==> src/hdl/sorted_separator_node_table_macros.svh <==
// Assertion macros for the sorted separator node table.
// Expects clk_i and rst_ni in the scope of the module that uses them.
`ifndef SORTED_SEPARATOR_NODE_TABLE_MACROS_SVH
`define SORTED_SEPARATOR_NODE_TABLE_MACROS_SVH

// plain property, sampled on clk_i, off during reset
`define SSTAB_AST(name, prop, msg) \
  name: assert property (@(posedge clk_i) disable iff (!rst_ni) prop) \
    else $error(msg);

// same-cycle implication
`define SSTAB_AST_IMP(name, ante, cons, msg) \
  name: assert property (@(posedge clk_i) disable iff (!rst_ni) (ante) |-> (cons)) \
    else $error(msg);

`endif

==> src/hdl/sstab_pkg.sv <==
// Shared types and constants of the sorted separator node table.
// No dependencies; used by the cell, the select tree and the top level.
package sstab_pkg;

  localparam int MAX_ENTRIES = 256;
  localparam int CNT_W       = $clog2(MAX_ENTRIES + 1);
  localparam int IDX_W       = (MAX_ENTRIES > 1) ? $clog2(MAX_ENTRIES) : 1;

  localparam int KEY_W       = 40;
  localparam int QKEY_W      = 64;
  localparam int CHILD_W     = 32;
  localparam int ACT_W       = 2;
  localparam int RIDX_W      = 8;
  localparam int STAT_W      = 3;
  localparam int SLOT_W      = 9;
  localparam int CNT_OUT_W   = 9;

  localparam logic [QKEY_W-1:0] KEY_LIMIT = QKEY_W'((65'd1 << KEY_W) - 65'd1);

  // select tree: groups of GRP cells, then one level over the groups
  localparam int GRP    = 16;
  localparam int GRP_W  = $clog2(GRP);
  localparam int NGRP   = (MAX_ENTRIES + GRP - 1) / GRP;
  localparam int NGRP_W = (NGRP > 1) ? $clog2(NGRP) : 1;
  localparam int SEL_W  = NGRP_W + GRP_W;

  typedef enum logic [ACT_W-1:0] {
    ACT_LOOKUP = 2'd0,
    ACT_INSERT = 2'd1,
    ACT_READ   = 2'd2,
    ACT_CLEAR  = 2'd3
  } act_e;

  typedef enum logic [STAT_W-1:0] {
    ST_OK    = 3'd0,
    ST_WIDE  = 3'd1,
    ST_FULL  = 3'd2,
    ST_DUP   = 3'd3,
    ST_RANGE = 3'd4
  } status_e;

  typedef enum logic [4:0] {
    S_IDLE = 5'b00001,
    S_CMP  = 5'b00010,
    S_L1   = 5'b00100,
    S_L2   = 5'b01000,
    S_FIN  = 5'b10000
  } state_e;

  // control broadcast to every cell
  typedef struct packed {
    logic cmp;   // register key compare
    logic ins;   // shift up / place new entry
  } cell_ctl_t;

endpackage

==> src/hdl/sstab_cell.sv <==
// One slot of the separator table: key, child page and the compare flag.
// Depends on sstab_pkg; shifts from its lower neighbor on insert.
module sstab_cell import sstab_pkg::*; (
  input  logic               clk_i,
  input  cell_ctl_t          ctl_i,
  input  logic [QKEY_W-1:0]  qkey_i,
  input  logic [CHILD_W-1:0] new_child_i,
  input  logic [KEY_W-1:0]   prev_key_i,
  input  logic [CHILD_W-1:0] prev_child_i,
  input  logic               prev_le_i,
  input  logic               live_i,
  output logic [KEY_W-1:0]   key_o,
  output logic [CHILD_W-1:0] child_o,
  output logic               le_o
);

  logic [KEY_W-1:0]   key_q, key_d;
  logic [CHILD_W-1:0] child_q, child_d;
  logic               le_q;
  logic               take_prev, take_new;

  assign le_o = le_q & live_i;

  // sorted table: cells at or below the insert point keep, the one above
  // the last "<=" cell takes the new entry, the rest take their neighbor
  always_comb begin
    take_prev = ctl_i.ins & ~prev_le_i;
    take_new  = ctl_i.ins & prev_le_i & ~le_o;
    key_d     = key_q;
    child_d   = child_q;
    priority if (take_new) begin
      key_d   = qkey_i[KEY_W-1:0];
      child_d = new_child_i;
    end else if (take_prev) begin
      key_d   = prev_key_i;
      child_d = prev_child_i;
    end
  end

  always_ff @(posedge clk_i) begin
    key_q   <= key_d;
    child_q <= child_d;
    if (ctl_i.cmp) begin
      le_q <= (QKEY_W'(key_q) <= qkey_i);
    end
  end

  assign key_o   = key_q;
  assign child_o = child_q;

endmodule

==> config.mk <==
export PLATFORM = sky130hd
export DESIGN_NAME = sstab_cell
export DESIGN_NICKNAME = d
export VERILOG_FILES = /design/src/hdl/sorted_separator_node_table_macros.svh /design/src/hdl/sstab_pkg.sv /design/src/hdl/sstab_cell.sv
export SDC_FILE = /design/constraint.sdc
export NUM_CORES = 1
export LEC_CHECK = 0
export BUFFER_PORTS_ARGS = -buffer_cell sky130_fd_sc_hd__buf_2
export CORE_ASPECT_RATIO = 1.25
export CORE_MARGIN = 3
export CORE_UTILIZATION = 44
export CTS_CLUSTER_DIAMETER = 30
export DETAILED_ROUTE_END_ITERATION = 10
export PLACE_DENSITY = 0.81
export SLEW_MARGIN = 30
export SYNTH_ARGS = -nofsm -noshare
export SYNTH_HDL_FRONTEND = slang
export SYNTH_SLANG_ARGS = --single-unit
==> constraint.sdc <==
create_clock -name clk_i -period 8.6 [get_ports clk_i]
set_clock_uncertainty 0.15 [all_clocks]
set_input_delay 0.43 -clock clk_i [delete_from_list [all_inputs] [get_ports clk_i]]
set_output_delay 0.43 -clock clk_i [all_outputs]
set_load 0.01 [all_outputs]
Word-level counts from Yosys, hierarchy flattened
Index checks and enable logic that the tools add are counted.
- bits in registers: 73
- output and inout bits: 73
- word-level logic and storage cells: 15
- magnitude comparators: 1
- muxes and demuxes: 4
- bitwise logic cells: 6
- reduce and logical (&&, ||, !) cells: 1
- operators with widths (operator ; number):
    $mux W40 ; 2
    $le A40 B64 Y1 ; 1
    $mux W32 ; 2
    $and A1 B1 Y1 ; 4
    $not A1 Y1 ; 2
    $reduce_bool A2 Y1 ; 1

Depth between registers and ports, before layout
- word-level depth: 4
- gate-level depth with buffers: 8
- gate-level depth less buffers: 8

Least setup slack after synthesis
OpenSTA, ideal clock, no wires.
- kind: in2reg
- start: input port live_i
- end: register child_q[0] (netlist: child_o[0]) (enable)
- library setup time: 613 ps
- data arrival time: 5877 ps
- required time: 7837 ps
- path slack: 1959 ps
- stages: 2
- path buffers: 0
- cells stage by stage: and2_1 a21boi_0
- longest elaborated chain between the ends: 4
- RTL lines (what ; line ; source):
    start: declaration ; sstab_cell.sv:11 ; input logic live_i,
    $and A1 B1 Y1 ; sstab_cell.sv:22 ; assign le_o = le_q & live_i;
    $not A1 Y1 ; sstab_cell.sv:28 ; take_new = ctl_i.ins & prev_le_i & ~le_o;
    $and A1 B1 Y1 ; sstab_cell.sv:28 ;
    $reduce_bool A2 Y1 (no line) ; n/a ;
    end signal: assignment ; sstab_cell.sv:42 ; child_q <= child_d;
    end: declaration ; sstab_cell.sv:18 ; logic [CHILD_W-1:0] child_q, child_d;
No other way between the ends.
A chain may end at the register's enable or synchronous reset.

Worst setup path after layout
- start: register le_q
- end: register key_q[19] (netlist: key_o[19]) (data pin)
- longest elaborated chain between the ends: 4
- RTL lines (what ; line ; source):
    start: declaration ; sstab_cell.sv:19 ; logic le_q;
    start signal: assignment ; sstab_cell.sv:44 ; le_q <= (QKEY_W'(key_q) <= qkey_i);
    $and A1 B1 Y1 ; sstab_cell.sv:22 ;
    $not A1 Y1 ; sstab_cell.sv:28 ;
    $and A1 B1 Y1 ; sstab_cell.sv:28 ;
    $mux W40 ; sstab_cell.sv:31 ; priority if (take_new) begin
    named net key_d[19] ; sstab_cell.sv:17 ; logic [KEY_W-1:0] key_q, key_d;
    end signal: assignment ; sstab_cell.sv:41 ; key_q <= key_d;
    end: declaration ; sstab_cell.sv:17 ;
The timed path passes the listed nets, and every way through them passes these cells.

==> out/qor.csv <==
metric,value,unit
outcome,"finished, final reports clean",
CTS H-tree lvls,3,
largest net degree at the start of global routing,73,
CTS buffer count,9,
post-synthesis net count,524,
post-layout min period,2300,ps
Mean Syn Cell Area,13.4,um^2
Worst path top cell family by delay,buffers and inverters,
max_cap viols,0,
Routed WL per cell,15.2,um
Seq cells post-synth,73,
nets@finish,775,
core area,9170,um^2
Pleak,2.76,nW
global-route congestion overflow total,0,
drt total wl,10500,um
area grow syn2layout,40.7,%
top post-synthesis cells by count,"73 x edfxtp_1, 65 x mux2_2, 40 x ha_1, 40 x inv_1",
Switch Pwr,0.226,mW
Vias/cell,4.96,
CTS Hold Bufs,0,
die area,10700,um^2
Crit Path Class,flip-flop to flip-flop,
Synth async-reset ratio,0,%
Worst Path Required,8530,ps
Yosys cell types,29,
WP data arrival,2220,ps
Ports,246,
diode count,0,
CTS Buffer Depth,2,
Final period util,26.7,%
Post-synth EDFFs,73,
Worst Tran Pin Value,953,ps
critical path capture point type,flip-flop,
RSZ-0062 raised after global routing,no,
DP Wirelength,8340,um
vias in the first global route,3559,
Port Buffer Count,245,
Pint,0.786,mW
Sink Count,73,
reg2reg setup slack,6300,ps
Sw Ratio,22.4,%
Fin. Hold Viols,0,
max-slew violation count,0,
"CTS clk-pin slew, worst paths",60,ps
synthesis warning total,0,
worst path cell trace,and2_1 > nor2_4 > buf_4 > mux2_2,
Synth top area share,52.7,%
WP buf/inv,1,
Gate power share,16.0,%
Startpoint Class,flip-flop,
initial antenna violation count,0,
share of layout cells above drive strength 1,58.7,%
Rows,39,
worst hold slack,148,ps
Post-Synthesis Cells,311,
Slew HR,36.5,%
crit path max fanout,72,
GPL Wtd Cong,0.789,
Crit path largest cell delay,660,ps
largest cells by area after synthesis,"edfxtp_1 53%, mux2_2 18%, ha_1 12%",
Die W,92.9,um
"antenna viol nets, final",0,
clock share of power,41.6,%
Post-route DRC,0,
most frequent cell after synthesis,edfxtp_1,
"Slowest-stage cell, CP",buf_4,
post-synthesis sequential area ratio,52.7,%
Die H,115,um
Fin Setup TNS,0,ps
pwr/cell area,173,nW/um^2
clk_lat worst skew,330,ps
Synth Flop Type,edfxtp_1,
post-cts resize count,0,
Max Freq,0.435,GHz
Root Buffer Master,clkbuf_16,
vias,3422,
initial core utilization,45.3,%
Hold WC Path Type,input port to flip-flop,
Final setup viols,0,
Synth area leader,edfxtp_1,
first-pass GRT wire length,15900,um
1st-iter DRT viols,95,
setup bufs post-CTS,0,
CTS tree,done,
Peak VDD IR,0.151,mV
Seq pwr share,42.5,%
Overall Global Routing Usage,19.4,%
Pre-Repair DR Iteration Count,4,
cell area after synthesis,4160,um^2
## flip-flops by register name (all words and copies together) (netlist names)
signal   cells
key_o       40
child_o     32
le_q         1
## kinds of logic (layout without fill, tap and decap cells)
group | after synthesis | count (layout) | synth area share, %
flops | 73 | 73 | 52.7
fa+ha+maj | 40 | 40 | 12.0
simple gates | 46 | 46 | 6.23
compound gates | 33 | 33 | 4.63
mux | 72 | 72 | 19.5
buf+inv | 47 | 303 | 4.88
## power groups by stage
stage          registers, mW  clock network [mW]  logic [mW]
6_report               0.430               0.421       0.162
5_1_grt                0.433               0.446       0.180
4_1_cts                0.430               0.430       0.164
3_5_place_dp           0.438                   0       0.163
3_3_place_gp           0.437                   0       0.156
2_1_floorplan          0.452                   0      0.0724
## area by class of cell
type	count	area, um^2
clock buffer	10	229
clock inverter	6	106
fill	774	3320
inverter	40	150
multi-input combinational	191	1780
sequential	73	2190
tap	123	154
timing repair buffer	247	1240
## worst paths after layout
| kind | startpoint | to | depth (start not counted) |
|---|---|---|---|
| max | le_q | key_o[19] | 4 |
| min | ctl_i[1] | le_q | 1 |
| max reg2reg | le_q | key_o[19] | 4 |
| min reg2reg | key_o[39] | le_q | 3 |
## placed cells by master, fill, tap and decap left out, types with 2 or more instances in the layout
cell type,count
nor4_1,6
o21ai_1,2
nand2_1,14
clkbuf_16,9
nand4_1,5
bufinv_16,3
a21o_1,2
mux2_2,65
nand4_2,2
nand3_1,3
nor2b_1,2
nor2_1,8
buf_4,2
edfxtp_1,73
buf_2,245
mux2_1,7
nor4_2,2
a21oi_1,14
inv_1,40
o21ai_0,7
a211oi_1,2
ha_1,40
## metal layers
layer,vias to the layer above,global-route usage [%],routed length [um],share of wire (%)
li1,1664,-,-,-
met1,1598,19.4,3620,34
met2,139,36.2,5780,55
met3,21,5.72,839,8.0
met4,0,9.19,281,2.7
met5,-,0,0,0
## stage by stage
| stage | setup slack, ps | total power [mW] | area (um^2) | util (%) | std cells |
|---|---|---|---|---|---|
| after floorplan | 1960 | 0.524 | 4160 | - | 311 |
| after global placement | 6230 | 0.593 | 5520 | 60.1 | 674 |
| after detailed placement | 6190 | 0.601 | 5520 | 60.1 | 674 |
| after CTS | 6320 | 1.02 | 5850 | 63.8 | 690 |
| after global routing | 6200 | 1.06 | 5850 | 63.8 | 690 |
| final | 6300 | 1.01 | 5850 | 63.8 | 690 |
(Power assumes the default switching activity.)
